==> src/sv/bls_pkg.sv <==
// bls_pkg: types and constants shared by the line stepper modules
// no dependencies; compile first
`default_nettype none

package bls_pkg;

  // width of the coordinate fields on the channels
  localparam int unsigned FIELD_BITS = 12;

  // default width of the internal coordinate registers
  localparam int unsigned COORD_BITS_DEF = 12;

  // step selected by the func field
  typedef enum logic {
    FUNC_LOAD    = 1'b0,
    FUNC_ADVANCE = 1'b1
  } bls_func_t;

  typedef logic signed [FIELD_BITS-1:0] bls_field_t;

  // one input item
  typedef struct packed {
    bls_func_t  func;
    bls_field_t start_x;
    bls_field_t start_y;
    bls_field_t end_x;
    bls_field_t end_y;
  } bls_item_t;

  // one result item
  typedef struct packed {
    bls_field_t pixel_x;
    bls_field_t pixel_y;
    logic       pixel_valid;
  } bls_pix_t;

endpackage

`default_nettype wire

==> src/sv/bls_ifs.sv <==
// bls_item_if and bls_pix_if: valid/ready channels for input and result items
// depends on bls_pkg
`default_nettype none

interface bls_item_if;
  import bls_pkg::*;

  logic      valid;
  logic      ready;
  bls_item_t data;

  modport source (output valid, output data, input ready);
  modport sink   (input valid, input data, output ready);
endinterface

interface bls_pix_if;
  import bls_pkg::*;

  logic     valid;
  logic     ready;
  bls_pix_t data;

  modport source (output valid, output data, input ready);
  modport sink   (input valid, input data, output ready);
endinterface

`default_nettype wire

==> src/sv/bresenham_line_stepper_core.sv <==
// Line stepper core: scan converts a line one pixel per item. A load item
// sets up the line from its endpoints and returns the start pixel (pixel_valid
// low for a zero-length line); each advance item returns the next pixel, or
// pixel_valid low once the line has ended. Every item gives exactly one result.
// One item is taken per clock unless a stalled result holds back the input; an
// item passes the input register, then the step with its state update, then
// the result register, and an advance may follow a load or another advance in
// the very next cycle. A stalled result holds back the input only once both
// registers are full. The error term and current pixel are updated as each
// item is taken. COORD_BITS sets the width of the internal coordinate registers.
// top level; depends on bls_pkg, bls_ifs, bls_in_reg, bls_step, bls_out_reg
`default_nettype none

module bresenham_line_stepper_core #(
  parameter int unsigned COORD_BITS = bls_pkg::COORD_BITS_DEF
) (
  input  logic      clk,
  input  logic      rst_n,
  bls_item_if.sink  in_item,
  bls_pix_if.source out_pix
);
  import bls_pkg::*;

  bls_item_if item_q ();
  bls_pix_if  pix_d ();

  // input register
  bls_in_reg u_in_reg (
    .clk   (clk),
    .rst_n (rst_n),
    .up    (in_item),
    .dn    (item_q)
  );

  // line state and step logic
  bls_step #(
    .COORD_BITS (COORD_BITS)
  ) u_step (
    .clk   (clk),
    .rst_n (rst_n),
    .item  (item_q),
    .pix   (pix_d)
  );

  // result register
  bls_out_reg u_out_reg (
    .clk   (clk),
    .rst_n (rst_n),
    .up    (pix_d),
    .dn    (out_pix)
  );

endmodule

`default_nettype wire

==> src/sv/bls_in_reg.sv <==
// bls_in_reg: input register stage for line stepper items
// depends on bls_pkg and bls_item_if
`default_nettype none

module bls_in_reg (
  input  logic       clk,
  input  logic       rst_n,
  bls_item_if.sink   up,
  bls_item_if.source dn
);
  import bls_pkg::*;

  logic      vld_r;
  logic      vld_nxt;
  bls_item_t data_r;

  // take a new item whenever the register is empty or draining
  assign up.ready = !vld_r || dn.ready;

  always_comb begin
    vld_nxt = up.ready ? up.valid : vld_r;
  end

  always_ff @(posedge clk) begin
    if (!rst_n) begin
      vld_r <= 1'b0;
    end else begin
      vld_r <= vld_nxt;
    end
  end

  // payload, no reset
  always_ff @(posedge clk) begin
    if (up.valid && up.ready) begin
      data_r <= up.data;
    end
  end

  assign dn.valid = vld_r;
  assign dn.data  = data_r;

endmodule

`default_nettype wire

==> src/sv/bls_out_reg.sv <==
// bls_out_reg: result register stage for line stepper pixels
// depends on bls_pkg and bls_pix_if
`default_nettype none

module bls_out_reg (
  input  logic      clk,
  input  logic      rst_n,
  bls_pix_if.sink   up,
  bls_pix_if.source dn
);
  import bls_pkg::*;

  logic     vld_r;
  logic     vld_nxt;
  bls_pix_t data_r;

  // hold a finished item until taken, accept the next one in the same cycle
  assign up.ready = !vld_r || dn.ready;

  always_comb begin
    vld_nxt = up.ready ? up.valid : vld_r;
  end

  always_ff @(posedge clk) begin
    if (!rst_n) begin
      vld_r <= 1'b0;
    end else begin
      vld_r <= vld_nxt;
    end
  end

  // payload, no reset
  always_ff @(posedge clk) begin
    if (up.valid && up.ready) begin
      data_r <= up.data;
    end
  end

  assign dn.valid = vld_r;
  assign dn.data  = data_r;

endmodule

`default_nettype wire

==> src/sv/bls_step.sv <==
// bls_step: line state registers and the load / advance logic
// depends on bls_pkg, bls_item_if and bls_pix_if
`default_nettype none

module bls_step #(
  parameter int unsigned COORD_BITS = bls_pkg::COORD_BITS_DEF
) (
  input  logic      clk,
  input  logic      rst_n,
  bls_item_if.sink  item,
  bls_pix_if.source pix
);
  import bls_pkg::*;

  localparam int unsigned CW = COORD_BITS;
  localparam int unsigned TW = CW + 1;   // twice an absolute delta
  localparam int unsigned EW = CW + 3;   // signed error term

  typedef logic signed [CW-1:0] coord_t;
  typedef logic signed [CW:0]   delta_t;
  typedef logic signed [EW-1:0] err_t;

  // line state
  coord_t        cur_x_r, cur_x_nxt;
  coord_t        cur_y_r, cur_y_nxt;
  coord_t        stop_x_r, stop_x_nxt;
  coord_t        stop_y_r, stop_y_nxt;
  err_t          error_term_r, error_term_nxt;
  logic [TW-1:0] twice_abs_dx_r, twice_abs_dx_nxt;
  logic [TW-1:0] twice_abs_dy_r, twice_abs_dy_nxt;
  logic          x_negative_r, x_negative_nxt;
  logic          y_negative_r, y_negative_nxt;
  logic          x_major_r, x_major_nxt;
  logic          tie_minor_r, tie_minor_nxt;
  logic          line_valid_r, line_valid_nxt;

  logic          fire;

  // load path
  coord_t        ld_sx, ld_sy, ld_ex, ld_ey;
  delta_t        ld_dx, ld_dy;
  logic [CW-1:0] ld_adx, ld_ady;
  logic          ld_x_major;
  err_t          ld_err;
  logic          ld_valid;

  // advance path
  logic          at_stop;
  logic          minor_step;
  coord_t        x_inc, y_inc;
  logic [TW-1:0] twice_major, twice_minor;
  err_t          adv_err;

  // one item per cycle, the result register decides
  assign fire       = item.valid && pix.ready;
  assign item.ready = pix.ready;
  assign pix.valid  = item.valid;

  // endpoints brought to coordinate width, deltas and major axis
  always_comb begin
    ld_sx      = coord_t'(item.data.start_x);
    ld_sy      = coord_t'(item.data.start_y);
    ld_ex      = coord_t'(item.data.end_x);
    ld_ey      = coord_t'(item.data.end_y);
    ld_dx      = delta_t'(ld_ex) - delta_t'(ld_sx);
    ld_dy      = delta_t'(ld_ey) - delta_t'(ld_sy);
    ld_adx     = ld_dx[CW] ? CW'(-ld_dx) : CW'(ld_dx);
    ld_ady     = ld_dy[CW] ? CW'(-ld_dy) : CW'(ld_dy);
    ld_x_major = ld_adx > ld_ady;
    if (ld_x_major) begin
      ld_err   = err_t'({ld_ady, 1'b0}) - err_t'(ld_adx);
      ld_valid = ld_sx != ld_ex;
    end else begin
      ld_err   = err_t'({ld_adx, 1'b0}) - err_t'(ld_ady);
      ld_valid = ld_sy != ld_ey;
    end
  end

  // one pixel step along the major axis, minor axis on the error decision
  always_comb begin
    at_stop     = x_major_r ? (cur_x_r == stop_x_r) : (cur_y_r == stop_y_r);
    minor_step  = (!error_term_r[EW-1] && (error_term_r != '0)) ||
                  ((error_term_r == '0) && tie_minor_r);
    x_inc       = x_negative_r ? coord_t'(-1) : coord_t'(1);
    y_inc       = y_negative_r ? coord_t'(-1) : coord_t'(1);
    twice_major = x_major_r ? twice_abs_dx_r : twice_abs_dy_r;
    twice_minor = x_major_r ? twice_abs_dy_r : twice_abs_dx_r;
    adv_err     = error_term_r + err_t'(twice_minor) -
                  (minor_step ? err_t'(twice_major) : err_t'(0));
  end

  // next state
  always_comb begin
    cur_x_nxt        = cur_x_r;
    cur_y_nxt        = cur_y_r;
    stop_x_nxt       = stop_x_r;
    stop_y_nxt       = stop_y_r;
    error_term_nxt   = error_term_r;
    twice_abs_dx_nxt = twice_abs_dx_r;
    twice_abs_dy_nxt = twice_abs_dy_r;
    x_negative_nxt   = x_negative_r;
    y_negative_nxt   = y_negative_r;
    x_major_nxt      = x_major_r;
    tie_minor_nxt    = tie_minor_r;
    line_valid_nxt   = line_valid_r;
    if (fire) begin
      if (item.data.func == FUNC_LOAD) begin
        cur_x_nxt        = ld_sx;
        cur_y_nxt        = ld_sy;
        stop_x_nxt       = ld_ex;
        stop_y_nxt       = ld_ey;
        error_term_nxt   = ld_err;
        twice_abs_dx_nxt = {ld_adx, 1'b0};
        twice_abs_dy_nxt = {ld_ady, 1'b0};
        x_negative_nxt   = ld_dx[CW];
        y_negative_nxt   = ld_dy[CW];
        x_major_nxt      = ld_x_major;
        tie_minor_nxt    = ld_x_major ? !ld_dx[CW] : !ld_dy[CW];
        line_valid_nxt   = ld_valid;
      end else if (line_valid_r) begin
        if (at_stop) begin
          line_valid_nxt = 1'b0;
        end else begin
          error_term_nxt = adv_err;
          if (x_major_r || minor_step) begin
            cur_x_nxt = cur_x_r + x_inc;
          end
          if (!x_major_r || minor_step) begin
            cur_y_nxt = cur_y_r + y_inc;
          end
        end
      end
    end
  end

  // result of this item, pixel zero once the line is done
  // coordinate bits go out as they are, zero filled up to the field width
  always_comb begin
    pix.data.pixel_valid = line_valid_nxt;
    pix.data.pixel_x     = line_valid_nxt ? bls_field_t'($unsigned(cur_x_nxt)) :
                                            bls_field_t'(0);
    pix.data.pixel_y     = line_valid_nxt ? bls_field_t'($unsigned(cur_y_nxt)) :
                                            bls_field_t'(0);
  end

  always_ff @(posedge clk) begin
    if (!rst_n) begin
      cur_x_r        <= '0;
      cur_y_r        <= '0;
      stop_x_r       <= '0;
      stop_y_r       <= '0;
      error_term_r   <= '0;
      twice_abs_dx_r <= '0;
      twice_abs_dy_r <= '0;
      x_negative_r   <= 1'b0;
      y_negative_r   <= 1'b0;
      x_major_r      <= 1'b0;
      tie_minor_r    <= 1'b0;
      line_valid_r   <= 1'b0;
    end else begin
      cur_x_r        <= cur_x_nxt;
      cur_y_r        <= cur_y_nxt;
      stop_x_r       <= stop_x_nxt;
      stop_y_r       <= stop_y_nxt;
      error_term_r   <= error_term_nxt;
      twice_abs_dx_r <= twice_abs_dx_nxt;
      twice_abs_dy_r <= twice_abs_dy_nxt;
      x_negative_r   <= x_negative_nxt;
      y_negative_r   <= y_negative_nxt;
      x_major_r      <= x_major_nxt;
      tie_minor_r    <= tie_minor_nxt;
      line_valid_r   <= line_valid_nxt;
    end
  end

  // an advance on a finished line leaves the pixel where it is
  a_idle_advance_holds: assert property (@(posedge clk) disable iff (!rst_n)
    fire && (item.data.func == FUNC_ADVANCE) && !line_valid_r |=>
      $stable(cur_x_r) && $stable(cur_y_r) && !line_valid_r)
    else $error("advance without a line moved the pixel");

  // a load makes the start the current pixel
  a_load_sets_start: assert property (@(posedge clk) disable iff (!rst_n)
    fire && (item.data.func == FUNC_LOAD) |=>
      (cur_x_r == $past(ld_sx)) && (cur_y_r == $past(ld_sy)))
    else $error("load did not set the start pixel");

  // an advance short of the stop always moves along the major axis
  a_major_moves: assert property (@(posedge clk) disable iff (!rst_n)
    fire && (item.data.func == FUNC_ADVANCE) && line_valid_r && !at_stop |=>
      line_valid_r &&
      (x_major_r ? (cur_x_r != $past(cur_x_r)) : (cur_y_r != $past(cur_y_r))))
    else $error("advance did not step the major axis");

endmodule

`default_nettype wire
==> src/flat_wrapper.sv <==
// flat-port wrapper written by rule: the top's interface ports become plain ports
module bresenham_line_stepper_core_flat import bls_pkg::*;
#(
  parameter int unsigned COORD_BITS = bls_pkg::COORD_BITS_DEF
)
  (clk, rst_n, in_item_valid, in_item_data, in_item_ready, out_pix_valid, out_pix_data, out_pix_ready);
  bls_item_if in_item_i ();
  bls_pix_if out_pix_i ();
  input  logic clk;
  input  logic rst_n;
  input wire logic [$bits(in_item_i.valid)-1:0] in_item_valid;
  input wire logic [$bits(in_item_i.data)-1:0] in_item_data;
  output wire logic [$bits(in_item_i.ready)-1:0] in_item_ready;
  output wire logic [$bits(out_pix_i.valid)-1:0] out_pix_valid;
  output wire logic [$bits(out_pix_i.data)-1:0] out_pix_data;
  input wire logic [$bits(out_pix_i.ready)-1:0] out_pix_ready;
  assign in_item_i.valid = in_item_valid;
  assign in_item_i.data = in_item_data;
  assign in_item_ready = in_item_i.ready;
  assign out_pix_valid = out_pix_i.valid;
  assign out_pix_data = out_pix_i.data;
  assign out_pix_i.ready = out_pix_ready;
  bresenham_line_stepper_core #(.COORD_BITS(COORD_BITS)) u_core (.clk(clk), .rst_n(rst_n), .in_item(in_item_i), .out_pix(out_pix_i));
endmodule
==> config.mk <==
export PLATFORM = sky130hd
export DESIGN_NAME = bresenham_line_stepper_core_flat
export DESIGN_NICKNAME = d
export VERILOG_FILES = /design/src/sv/bls_pkg.sv /design/src/sv/bls_ifs.sv /design/src/sv/bresenham_line_stepper_core.sv /design/src/sv/bls_in_reg.sv /design/src/sv/bls_out_reg.sv /design/src/sv/bls_step.sv /design/src/flat_wrapper.sv
export SDC_FILE = /design/constraint.sdc
export NUM_CORES = 1
export LEC_CHECK = 0
export BUFFER_PORTS_ARGS = -buffer_cell sky130_fd_sc_hd__buf_2
export CORE_ASPECT_RATIO = 1.2
export CORE_MARGIN = 2
export CORE_UTILIZATION = 64
export DETAILED_ROUTE_END_ITERATION = 8
export PLACE_DENSITY = 0.83
export SLEW_MARGIN = 30
export SYNTH_ARGS = -nofsm -noshare
export SYNTH_HDL_FRONTEND = slang
export SYNTH_SLANG_ARGS = --single-unit
export TNS_END_PERCENT = 100
==> constraint.sdc <==
create_clock -name clk -period 15 [get_ports clk]
set_input_delay 2.25 -clock clk [delete_from_list [all_inputs] [get_ports clk]]
set_output_delay 2.25 -clock clk [all_outputs]
set_load 0.02 [all_outputs]
# Yosys cells after proc, flatten, opt, wreduce, memory -nomap -nowiden
# Index checks and enable logic that the tools add are counted.
[word_totals] ram_bits=0 latch_bits=0 regBits=168 memories=0 word_cells=87 in_bits=53 romBits=0 output_inout_bits=27
[op_classes] magnitude_cmp=1 muxes=28 mul=0 bitwise_logic=1 add_sub_neg=10 eq_ne=6 reduce_logical=19 n_shift=0 n_div=0
[op_table] op="$mux 12" count=14
[op_table] op="$mux 15" count=4
[op_table] op="$mux 13" count=3
[op_table] op="$sub 13x12->14" count=2
[op_table] op="$sub 12x12->13" count=2
[op_table] op="$add 12x12->12" count=2
[op_table] op="$eq 12x12->1" count=2
[op_table] op="$ne 12x12->1" count=2
[op_table] op="$neg 12->12" count=2
[op_table] op="$add 15x14->15" count=1
[op_table] op="$logic_not 15->1" count=1
[op_table] op="$reduce_bool 15->1" count=1
[op_table] op="$sub 15x14->15" count=1
[op_table] op="$gt 12x12->1" count=1
[op_table] op="$mux 1" count=7
[op_table] op="$logic_not 1->1" count=6
[op_table] op="$logic_or 1x1->1" count=5
[op_table] op="$logic_and 1x1->1" count=4
[op_table] op="$ne 2x2->1 const B" count=2
[op_table] op="$reduce_and 3->1" count=1
[op_table] op="$reduce_and 2->1" count=1
[op_table] op="$not 1->1" count=1

# Longest topological paths before layout
# Gate-level depths: netlist of run 1.
[depth] depth_word=9 ltp_mapped=26 depth_no_buf=24

# By module
# From an unflattened synthesis of run 1, not the netlist that was laid out.
[unflattened] hier_cells=1277 hier_area_um2=11514.8
[by_module_without_submodules] module="bls_step" instances=1 area_per_inst_um2=9177.6 seq_area_each_um2=1841.8 cells_each=1193
[by_module_without_submodules] module="bls_in_reg" instances=1 area_per_inst_um2=1529.0 seq_area_each_um2=1491.4 cells_each=54
[by_module_without_submodules] module="bls_out_reg" instances=1 area_per_inst_um2=808.3 seq_area_each_um2=770.7 cells_each=30

# Worst setup path before layout of run 1
# No wires, ideal clock.
[synth_path] path_type="register -> register" startpoint="reg u_core.u_in_reg.data_r (netlist bit u_core.u_in_reg.dn.data[36])" endpoint="reg u_core.u_out_reg.data_r (netlist bit u_core.u_out_reg.dn.data[20]), data pin" path_stages_with_launch=24 setup_time_ns=0.262 t_arrival_ns=5.418 setup_slack_ns=9.320 path_cell_list="edfxtp_1 -> ha_1 -> fa_1 -> nand2b_1 -> a211oi_1 -> o21bai_1 -> a41oi_1 -> clkbuf_1 -> mux2i_1 -> inv_1 -> ha_1 -> nor2b_1 -> o21a_1 -> o21ai_0 -> a21oi_1 -> a211o_1 -> o31a_1 -> maj3_2 -> maj3_2 -> maj3_2 -> mux2i_1 -> o21ai_2 -> buf_6 -> nor2_1"
[synth_via] elab_chain_len=7 elab_cells_between_ends=8
[synth_lines] item="from (decl)" line="bls_in_reg.sv:15" text="bls_item_t data_r;"
[synth_lines] item="from (signal assigned)" line="bls_in_reg.sv:35" text="data_r <= up.data;"
[synth_lines] item="$sub 12x12->13 *" line="bls_step.sv:65" text="ld_dx = delta_t'(ld_ex) - delta_t'(ld_sx);"
[synth_lines] item="$neg 12->12" line="bls_step.sv:67" text="ld_adx = ld_dx[CW] ? CW'(-ld_dx) : CW'(ld_dx);"
[synth_lines] item="$mux 12 *" line="bls_step.sv:67"
[synth_lines] item="net u_core.u_step.ld_adx[1]" line="bls_step.sv:42" text="logic [CW-1:0] ld_adx, ld_ady;"
[synth_lines] item="$gt 12x12->1 *" line="bls_step.sv:69" text="ld_x_major = ld_adx > ld_ady;"
[synth_lines] item="$mux 1 *" line="bls_step.sv:70" text="if (ld_x_major) begin"
[synth_lines] item="$mux 1 *" line="bls_step.sv:107" text="if (item.data.func == FUNC_LOAD) begin"
[synth_lines] item="$mux 1 *" line="bls_step.sv:106" text="if (fire) begin"
[synth_lines] item="to (signal assigned)" line="bls_out_reg.sv:35" text="data_r <= up.data;"
[synth_lines] item="to (decl)" line="bls_out_reg.sv:15" text="bls_pix_t data_r;"
# Mark *: on every way through the listed nets, which the timed path passes. The rest lies on a longest branch.
# A chain may end at the register's enable or synchronous reset.

# Final worst setup path of run 1
[layout_path] startpoint="reg u_core.u_in_reg.data_r (netlist bit u_core.u_in_reg.dn.data[24])" endpoint="reg u_core.u_out_reg.data_r (netlist bit u_core.u_out_reg.dn.data[14]), data pin"
[layout_via] elab_chain_len=7 elab_cells_between_ends=8
[layout_lines] item="$sub 12x12->13" line="bls_step.sv:66" text="ld_dy = delta_t'(ld_ey) - delta_t'(ld_sy);"
[layout_lines] item="$neg 12->12" line="bls_step.sv:68" text="ld_ady = ld_dy[CW] ? CW'(-ld_dy) : CW'(ld_dy);"
[layout_lines] item="$mux 12" line="bls_step.sv:68"
[layout_lines] item="$gt 12x12->1" line="bls_step.sv:69"
[layout_lines] item="$mux 1 *" line="bls_step.sv:70"
[layout_lines] item="$mux 1 *" line="bls_step.sv:107"
[layout_lines] item="$mux 1 *" line="bls_step.sv:106"
# Every way passes the cells marked *; elsewhere a longest branch is shown, timed or not.

==> metrics.cfg, run 1 <==
[hold_path]
hold_path.startpoint = u_core.u_step.stop_x_r[0]$_SDFFE_PN0P_
worstHoldPathType = flop to flop
hold_end = u_core.u_step.stop_x_r[0]$_SDFFE_PN0P_
whs_path_depth = 2

[clock_tree]
cts.clk_slew.worst_paths_ps = 70
cts_resized = 0
cts_buffers = 17
clk_latency_ps = 440
clk_path_buf_depth = 2
cts_hold_buffers = 0
htreeDepth = 4
post_cts_buffers = 0
cts.sinks = 168
ctsRootBufferMaster = clkbuf_16
tritoncts = yes

[finish]
multiInputGateArea_mm2 = 0.00678
final_nets = 1528
layout-drive-gt1-share_pct = 10.7
fillers = 1333
antenna_cells = 0
utilization_pct = 72.1
area_growth_pct = 9.88
regArea_mm2 = 0.00410

[synth]
synth-seq-cells = 168
synth_edf_count = 74
async_reset_ff_share_pct = 0
synth_area_mm2 = 0.0116
synth_cells = 1311
yosys_warnings = 0
synth_cell_types = 82
synth_nets = 1470
ys_seq_area_share_pct = 35.4
syn_area_per_cell_um2 = 8.83
synth_top_flop_cell = dfxtp_1

[timing]
max_slew.worst_pin.slew_ps = 931
drv_slew = 0
rsz0062_at_grt = false
period_minus_slack_ps = 6550
setup_viol = 0
fin_crit_sh_pct = 43.7
finClkSkew_ps = 10.4
clock.fmax_ghz = 0.153
finalHoldViolations = 0
tns_ps = 0
maxSlewHeadroom_pct = 37.9

[drt]
drtIter0Drc = 727
drtPass1Iterations = 7
vias = 10100
antenna_left = 0
wl_per_cell_um = 18.2
vias_per_cell = 6.30
route.detailed.drc = 0
drt-total-wl_um = 29200

[global_routing]
grt_max_degree = 89
grt_pass1_wl_um = 47700
grt_pass1_vias = 10000
antenna_found_initial = 0
grt_util_all_layers_pct = 31.2
grt.overflow.total = 0

[worst_setup_path]
crit_type = flop to flop
cp-start-kind = flop
crit_fanout = 26
crit_start = u_core.u_in_reg.dn.data[24]$_DFFE_PP_
regToRegStartpoint = u_core.u_in_reg.dn.data[24]$_DFFE_PP_
rr_endpoint = u_core.u_out_reg.dn.data[14]$_SDFFCE_PN0P_
r2r_cells = 21
r2r_slack_ps = 8450
cp_data_required_time_ps = 15160
cp-end-kind = flop
crit_arrival_ps = 6710

[place]
gp_congestion = 0.968
dp_hpwl_um = 20600
io_buffers = 79

[power]
p_leak_uw = 0.00537
irDropWorstVdd_mv = 0.0891
powerDensity_mw_per_mm2 = 146

[job]
cap_violations = 0

[die]
start_util_pct = 65.6
dieArea_mm2 = 0.0192
rows = 53
ios = 80
fp.dieH_um = 151
core_area_mm2 = 0.0176
die_x_um = 127

[outcome]
status = completed

-- layer usage --
layer | vias to the layer above | part of all wire [%] | global-route usage [%]
met3 | 89 | 6.6 | 5.02
met4 | 0 | 4.3 | 15.7
li1 | 4771 | - | -
met5 | - | 0 | 0
met2 | 427 | 49 | 54.8
met1 | 4801 | 40 | 37.4
-- cell type report --
cell class	instances	share of cell area [%]
tap	220	2.16
timing repair buffer	90	3.79
sequential	168	32.3
multi-input combinational	961	53.3
clock buffer	18	3.37
clock inverter	14	1.29
inverter	131	3.87
-- through the flow --
stage / hold slack (ps) / total power (µW) / cell area (µm²) / cells / setup WS, ps
2_1_floorplan: 432 / 1220 / 11600 / 1311 / 9320
3_3_place_gp: 444 / 1370 / 12100 / 1570 / 8490
3_5_place_dp: 457 / 1400 / 12100 / 1570 / 8540
4_1_cts: 467 / 1850 / 12700 / 1602 / 8490
5_1_grt: 492 / 1980 / 12700 / 1602 / 8060
6_report: 472 / 1860 / 12700 / 1602 / 8450
-- worst max path at each step --
stage	end	slack [ps]	cells past startpoint
final	u_core.u_out_reg.dn.data[14]$_SDFFCE_PN0P_	8450	21
after global routing	u_core.u_out_reg.dn.data[14]$_SDFFCE_PN0P_	8060	22
after CTS	u_core.u_out_reg.dn.data[14]$_SDFFCE_PN0P_	8490	22
after detailed placement	u_core.u_out_reg.dn.data[14]$_SDFFCE_PN0P_	8540	22
after global placement	u_core.u_out_reg.dn.data[20]$_SDFFCE_PN0P_	8490	22
after floorplan	u_core.u_out_reg.dn.data[20]$_SDFFCE_PN0P_	9320	23
-- where the power goes --
group	internal [µW]	switching, µW
logic	367	515
clock network	237	207
registers	509	25.3
total	1110	747
-- Yosys cell counts (all sizes together), types with 34 or more instances --
master	n	share of area, %
nor2	153	5.0
inv	130	4.2
nand2	107	3.5
a21oi	104	4.6
dfxtp	94	16
ha	87	9.4
edfxtp	74	19
xnor2	60	4.6
o21ai	45	2.0
xor2	39	3.1
clkbuf	37	1.2
a211oi	34	2.2
-- critical path, cell delays in order (launching register included) --
cell      delay, ps
edfxtp_1        410
ha_1            230
fa_1            480
nand2b_1        200
a21oi_1         320
o21ai_0         160
a21oi_1         280
nor2_1          160
a21oi_1         470
ha_1            340
nor2b_1         140
o21a_1          160
o21ai_0         180
a21oi_1         100
a211o_1         230
o31a_1          150
maj3_2          330
maj3_2          350
maj3_2          530
mux2i_1         230
o21ai_4         670
nor2_1          130
-- registers in the layout (all words and copies together), names as in the netlist, 12 cells and up --
signal,flops
u_core.u_in_reg.dn.data,49
u_core.u_out_reg.dn.data,25
u_core.u_step.error_term_r,15
u_core.u_step.cur_x_r,12
u_core.u_step.cur_y_r,12
u_core.u_step.stop_x_r,12
u_core.u_step.stop_y_r,12
u_core.u_step.twice_abs_dx_r,12
u_core.u_step.twice_abs_dy_r,12
-- placed cells by master, fill, tap and decap left out, types with 6 or more instances in the layout --
| cell | n |
|---|---|
| xnor2_1 | 59 |
| nor2b_1 | 17 |
| mux2i_1 | 33 |
| a21oi_1 | 103 |
| nor3_1 | 17 |
| o21a_1 | 9 |
| edfxtp_1 | 74 |
| nand2_1 | 107 |
| buf_4 | 10 |
| o22ai_1 | 28 |
| inv_1 | 128 |
| a21o_1 | 16 |
| o21ai_0 | 41 |
| o221ai_1 | 16 |
| ha_1 | 87 |
| nand3_1 | 11 |
| a221oi_1 | 8 |
| buf_2 | 79 |
| o41ai_1 | 7 |
| dfxtp_1 | 94 |
| nor4_1 | 13 |
| fa_1 | 19 |
| nor2_1 | 152 |
| nand2b_1 | 15 |
| clkbuf_16 | 17 |
| nand4_1 | 9 |
| a211oi_1 | 33 |
| o21bai_1 | 12 |
| a21boi_0 | 6 |
| xor2_1 | 38 |
-- cell families (layout without fill, tap and decap cells) --
kind of cell | after synthesis | after routing | share of synthesized area (%)
and+or+nand+nor | 376 | 376 | 14.6
muxes | 34 | 34 | 2.95
xor gates and xnor gates | 101 | 101 | 8.10
buffers and inverters | 182 | 253 | 6.17
adders and majority gates | 111 | 111 | 13.2
AOI/OAI and AO/OA | 339 | 339 | 19.6
DFF | 168 | 168 | 35.4
(Power assumes the default switching activity.)
==> inputs of run 2 (changes only) <==
--- a/config.mk
+++ b/config.mk
@@ -8,9 +8,9 @@
 export BUFFER_PORTS_ARGS = -buffer_cell sky130_fd_sc_hd__buf_2
 export CORE_ASPECT_RATIO = 1.2
 export CORE_MARGIN = 2
-export CORE_UTILIZATION = 64
+export CORE_UTILIZATION = 56
 export DETAILED_ROUTE_END_ITERATION = 8
-export PLACE_DENSITY = 0.83
+export PLACE_DENSITY = 0.77
 export SLEW_MARGIN = 30
 export SYNTH_ARGS = -nofsm -noshare
 export SYNTH_HDL_FRONTEND = slang
==> constraint.sdc (replaced) <==
create_clock -name clk -period 5.41 [get_ports clk]
set_input_delay 0.8115 -clock clk [delete_from_list [all_inputs] [get_ports clk]]
set_output_delay 0.8115 -clock clk [all_outputs]
set_load 0.02 [all_outputs]
==> run 2 against run 1 <==
  * Clock power rose to 2.9 times the previous value
  * Clock skew rose by 1.3 ps
  * Sequential share of layout area fell by 2.0 points
  * Die area rose by 14%
  * Global-route usage fell by 3.0 points
  * Largest cell class unchanged
  * Core utilization fell by 5.1 points
==> metrics.cfg, run 2 (synthesis results as in run 1) <==
[finish]
final_common_cell = nor2_1
finalNonFillerCells = 1710
fin_area_mm2 = 0.0136
area_growth_pct = 17.3
layout-drive-gt1-share_pct = 17.2
antenna_cells = 0
largest_reg_flops = 49
final_nets = 1591
final_cell_mix = nor2_1, inv_1, nand2_1

[place]
dp_hpwl_um = 21800
detailed_place.area_mm2 = 0.0125
gp_congestion = 0.954
io_buffers = 79
dp_slack_ps = -68.7
dp_cells = 1656

[timing]
drv_slew = 0
maxSlewHeadroom_pct = 41.7
max_slew.worst_pin.slew_ps = 875
clock.fmax_ghz = 0.190
rsz0062_at_grt = true
period_minus_slack_ps = 5270
finalHoldViolations = 0
fin_crit_sh_pct = 97.4
finClkSkew_ps = 11.7
setup_viol = 0
setup_slack_ps = 141

[worst_setup_path]
crit_family = adder cells
cp-end-kind = flop
slowest_delay_ps = 440
crit_top_cell = maj3_2
cp_data_required_time_ps = 5710
r2r_slack_ps = 140
crit_type = flop to flop
endpoint = u_core.u_step.error_term_r[1]$_SDFFE_PN0P_
cp_num_cells = 23
rr_endpoint = u_core.u_step.error_term_r[1]$_SDFFE_PN0P_
r2r_cells = 23
cp_cell_sequence = ha_4 -> fa_2 -> nand2b_4 -> a211oi_2 -> o21bai_1 -> a41oi_2 -> buf_6 -> nor2b_1 -> xnor2_1 -> inv_1 -> ha_1 -> nor4_4 -> a21oi_2 -> a211o_1 -> o31a_1 -> maj3_2 -> maj3_2 -> maj3_2 -> buf_6 -> buf_12 -> mux2_2 -> o221ai_2 -> a21oi_1
regToRegStartpoint = u_core.u_in_reg.dn.data[36]$_DFFE_PP_
cp-start-kind = flop
crit_fanout = 20
crit_start = u_core.u_in_reg.dn.data[36]$_DFFE_PP_
crit_arrival_ps = 5560
slowest_stage = edfxtp_1
worst-path-buf-inv = 4

[drt]
vias = 10000
route.detailed.drc = 0
antenna_left = 0
drt-total-wl_um = 30800
drtPass1Iterations = 6
drtIter0Drc = 802
wl_per_cell_um = 18.0
vias_per_cell = 5.87

[clock_tree]
ctsRootBufferMaster = clkbuf_16
cts.clk_slew.worst_paths_ps = 70
cts_hold_buffers = 0
tritoncts = yes
cts_buffers = 17
clk_latency_ps = 440
htreeDepth = 4
cts.sinks = 168
clk_path_buf_depth = 2

[die]
core_area_mm2 = 0.0203
dieArea_mm2 = 0.0218
fp.dieH_um = 162
rows = 57
ios = 80
die_x_um = 135
start_util_pct = 57.2

[job]
cap_violations = 0

[outcome]
status = completed

[global_routing]
grt_util_all_layers_pct = 28.2
antenna_found_initial = 0
grt_max_degree = 54
grt.overflow.total = 0
grt_pass1_vias = 9610
grt_pass1_wl_um = 48500

[power]
powerDensity_mw_per_mm2 = 408
irDropWorstVdd_mv = 0.245
power.total_uw = 5550
p_leak_uw = 0.00574

[hold_path]
worstHoldPathType = flop to flop

[run 2: through the flow]
stage          hold slack (ps)  setup TNS, ps  util [%]
2_1_floorplan              432              0         -
6_report                   469              0      67.1
3_3_place_gp               443              0      61.8
5_1_grt                    482           -754      67.1
3_5_place_dp               457           -630      61.8
4_1_cts                    466              0      65.4
[run 2: worst min-delay path by stage]
stage,end,from,cells after the start,slack [ps]
after global routing,u_core.u_step.stop_x_r[4]$_SDFFE_PN0P_,u_core.u_step.stop_x_r[4]$_SDFFE_PN0P_,2,480
after global placement,u_core.u_step.error_term_r[0]$_SDFFE_PN0P_,u_core.u_step.error_term_r[0]$_SDFFE_PN0P_,2,440
after detailed placement,u_core.u_step.error_term_r[0]$_SDFFE_PN0P_,u_core.u_step.error_term_r[0]$_SDFFE_PN0P_,2,460
after CTS,u_core.u_step.error_term_r[0]$_SDFFE_PN0P_,u_core.u_step.error_term_r[0]$_SDFFE_PN0P_,2,470
final,u_core.u_step.stop_y_r[7]$_SDFFE_PN0P_,u_core.u_step.stop_y_r[7]$_SDFFE_PN0P_,2,470
after floorplan,u_core.u_step.error_term_r[0]$_SDFFE_PN0P_,u_core.u_step.error_term_r[0]$_SDFFE_PN0P_,2,430
[run 2: final cells by class]
type	count	area [µm²]
Fill cell	1645	6670
Multi-Input combinational cell	961	7030
Clock buffer	18	429
Tap cell	265	332
Clock inverter	14	183
Sequential cell	168	4100
Inverter	131	492
Timing Repair Buffer	153	1020
[run 2: repair_timing]
action	in CTS	in global routing
pin swaps	4	23
buffers inserted	5	16
cloned	1	0
gates resized for setup	6	47
endpoints found under the setup margin	26	43
[run 2: power by group]
| group | total, µW | switching, µW | internal (µW) |
|---|---|---|---|
| combinational | 2760 | 1520 | 1240 |
| sequential | 1490 | 77.0 | 1410 |
| clock | 1290 | 555 | 740 |
[run 2: per-layer routing]
layer / vias up / part of all wire, % / track usage (%)
li1: 4897 / - / -
met5: - / 0 / 0
met1: 4697 / 41 / 35.6
met4: 0 / 3.6 / 11.6
met2: 366 / 49 / 48.4
met3: 84 / 5.7 / 3.92
[run 2: tightest hold or removal path, delay by kind of cell, from the launching register on]
family | cells | cell delay [ps]
compound gates | 1 | 50
flops | 1 | 320
simple gates | 1 | 50
==> inputs of run 3 (changes only) <==
--- a/config.mk
+++ b/config.mk
@@ -11,6 +11,8 @@
 export CORE_UTILIZATION = 56
 export DETAILED_ROUTE_END_ITERATION = 8
 export PLACE_DENSITY = 0.77
+export RECOVER_POWER = 25
+export REMOVE_ABC_BUFFERS = 1
 export SLEW_MARGIN = 30
 export SYNTH_ARGS = -nofsm -noshare
 export SYNTH_HDL_FRONTEND = slang
==> run 3 against run 2 <==
  * The flow now finishes with violations (capacitance limit, slew limit)
  * Flip-flop and latch count did not move
  * Global-route usage down 0.19 points
  * Total power down 0.87%
  * Final cell count about the same
  * Clock skew decreased by 0.86 ps
  * Largest cell class unchanged
  * Highest routed layer unchanged
==> metrics.cfg, run 3 (synthesis results as in run 1) <==
[outcome]
status = complete, but fails checks
violations = capacitance limit, slew limit

[global_routing]
grt_util_all_layers_pct = 28.0
grt.overflow.total = 0
grt_max_degree = 54
antenna_found_initial = 0
grt_pass1_vias = 9979
grt_pass1_wl_um = 48900

[power]
p_leak_uw = 0.00573
switchingPower_uw = 2220
pwr-share-seq_pct = 27.0
combPwrFrac_pct = 50.7
powerDensity_mw_per_mm2 = 405
irDropWorstVdd_mv = 0.302
p_sw_share_pct = 40.3
cellInternalPower_uw = 3280
p_clk_share_pct = 22.3

[drt]
drtPass1Iterations = 5
vias_per_cell = 6.00
drtIter0Drc = 754
wl_per_cell_um = 18.1
vias = 10300
antenna_left = 0
route.detailed.drc = 0
drt-total-wl_um = 30900

[timing]
hold_slack_ps = 468
setup_viol = 0
rsz0062_at_grt = true
drv_slew = 50
fin_crit_sh_pct = 99.5
maxSlewHeadroom_pct = -110
max_slew.worst_pin.slew_ps = 3150
period_minus_slack_ps = 5380
clock.fmax_ghz = 0.186
finClkSkew_ps = 10.9
finalHoldViolations = 0

[clock_tree]
tritoncts = yes
cts.clk_slew.worst_paths_ps = 80
cts_buffers = 17
clk_path_buf_depth = 2
ctsRootBufferMaster = clkbuf_16
clk_latency_ps = 450
cts_hold_buffers = 0
cts.sinks = 168
htreeDepth = 4

[finish]
final_nets = 1590
final_common_cell = nor2_1
layout-drive-gt1-share_pct = 18.0
fin_area_mm2 = 0.0136
area_growth_pct = 17.3
finalNonFillerCells = 1709
antenna_cells = 0
final_cell_mix = nor2_1, inv_1, nand2_1
largest_reg_flops = 49

[hold_path]
worstHoldPathType = flop to flop
hold_path.startpoint = u_core.u_step.error_term_r[0]$_SDFFE_PN0P_

[worst_setup_path]
crit_arrival_ps = 5550
crit_fanout = 7
crit_type = flop to flop
cp-end-kind = flop
cp-start-kind = flop
regToRegStartpoint = u_core.u_in_reg.dn.data[36]$_DFFE_PP_
cp_data_required_time_ps = 5580
crit_start = u_core.u_in_reg.dn.data[36]$_DFFE_PP_

[job]
cap_violations = 1

[die]
start_util_pct = 57.2
die_x_um = 135
fp.dieH_um = 162
ios = 80
rows = 57
dieArea_mm2 = 0.0218
core_area_mm2 = 0.0203

[place]
dp_hpwl_um = 21200
dp_cells = 1657
detailed_place.area_mm2 = 0.0125
io_buffers = 79
gp_congestion = 0.910

run 3: layout make-up:
cell class / instances / area (µm²)
Clock buffer: 18 / 439
Clock inverter: 14 / 153
Multi-Input combinational cell: 961 / 7040
Fill cell: 1598 / 6670
Inverter: 131 / 492
Timing Repair Buffer: 152 / 1020
Tap cell: 265 / 332
Sequential cell: 168 / 4100
run 3: critical path, cell delays in order, from the launching register on:
cell and delay, ps:
edfxtp_1 450, ha_4 200, fa_2 360, nand2b_4 150
a211oi_2 240, o21bai_1 120, a41oi_2 290, buf_4 170
mux2i_4 220, inv_2 70, ha_4 220, nor2b_4 120
o21a_1 170, o21ai_2 150, a21oi_2 70, a211o_1 230
o31a_1 130, maj3_2 330, maj3_2 310, maj3_2 350
mux2i_2 170, o21ai_2 230, buf_6 160, buf_12 150
a211oi_2 40
run 3: timing repair:
item,CTS,global route
resized for setup,6,61
pin swaps,3,24
endpoints found under the hold margin,0,0
buffers inserted,2,15
endpoints found under the setup margin,36,42
cloned,1,2
run 3: metrics by stage:
stage	TNS (ps)	setup WS, ps	utilization (%)	power, µW
6_report	0	28.9	67.1	5500
5_1_grt	-6640	-247	67.1	5840
4_1_cts	0	3.72	65.0	5300
3_5_place_dp	-4030	-166	61.7	4040
3_3_place_gp	0	36.1	61.7	3980
2_1_floorplan	-19680	-697	-	3350
run 3: final timing paths:
check / to / slack [ps] / cells past startpoint
setup reg to reg: u_core.u_out_reg.dn.data[3]$_SDFFCE_PN0P_ / 30 / 24
hold reg to reg: u_core.u_step.error_term_r[0]$_SDFFE_PN0P_ / 470 / 2
hold / removal: u_core.u_step.error_term_r[0]$_SDFFE_PN0P_ / 470 / 2
setup / recovery: u_core.u_out_reg.dn.data[3]$_SDFFCE_PN0P_ / 30 / 24
run 3: metal layers:
metal  GRT usage (%)  wire (µm)  up-vias
met3            3.92       1730       62
met5               0          0        -
met1            36.2      13200     4926
met4            10.1        925        0
met2            47.9      15100      353
li1                -          -     4909
run 3: power by group through the flow:
| stage | clock network [µW] | registers (µW) | logic, µW |
|---|---|---|---|
| final | 1230 | 1480 | 2790 |
| after global routing | 1290 | 1490 | 3060 |
| after CTS | 1240 | 1480 | 2580 |
| after detailed placement | 0 | 1510 | 2530 |
| after global placement | 0 | 1510 | 2470 |
| after floorplan | 0 | 1500 | 1850 |
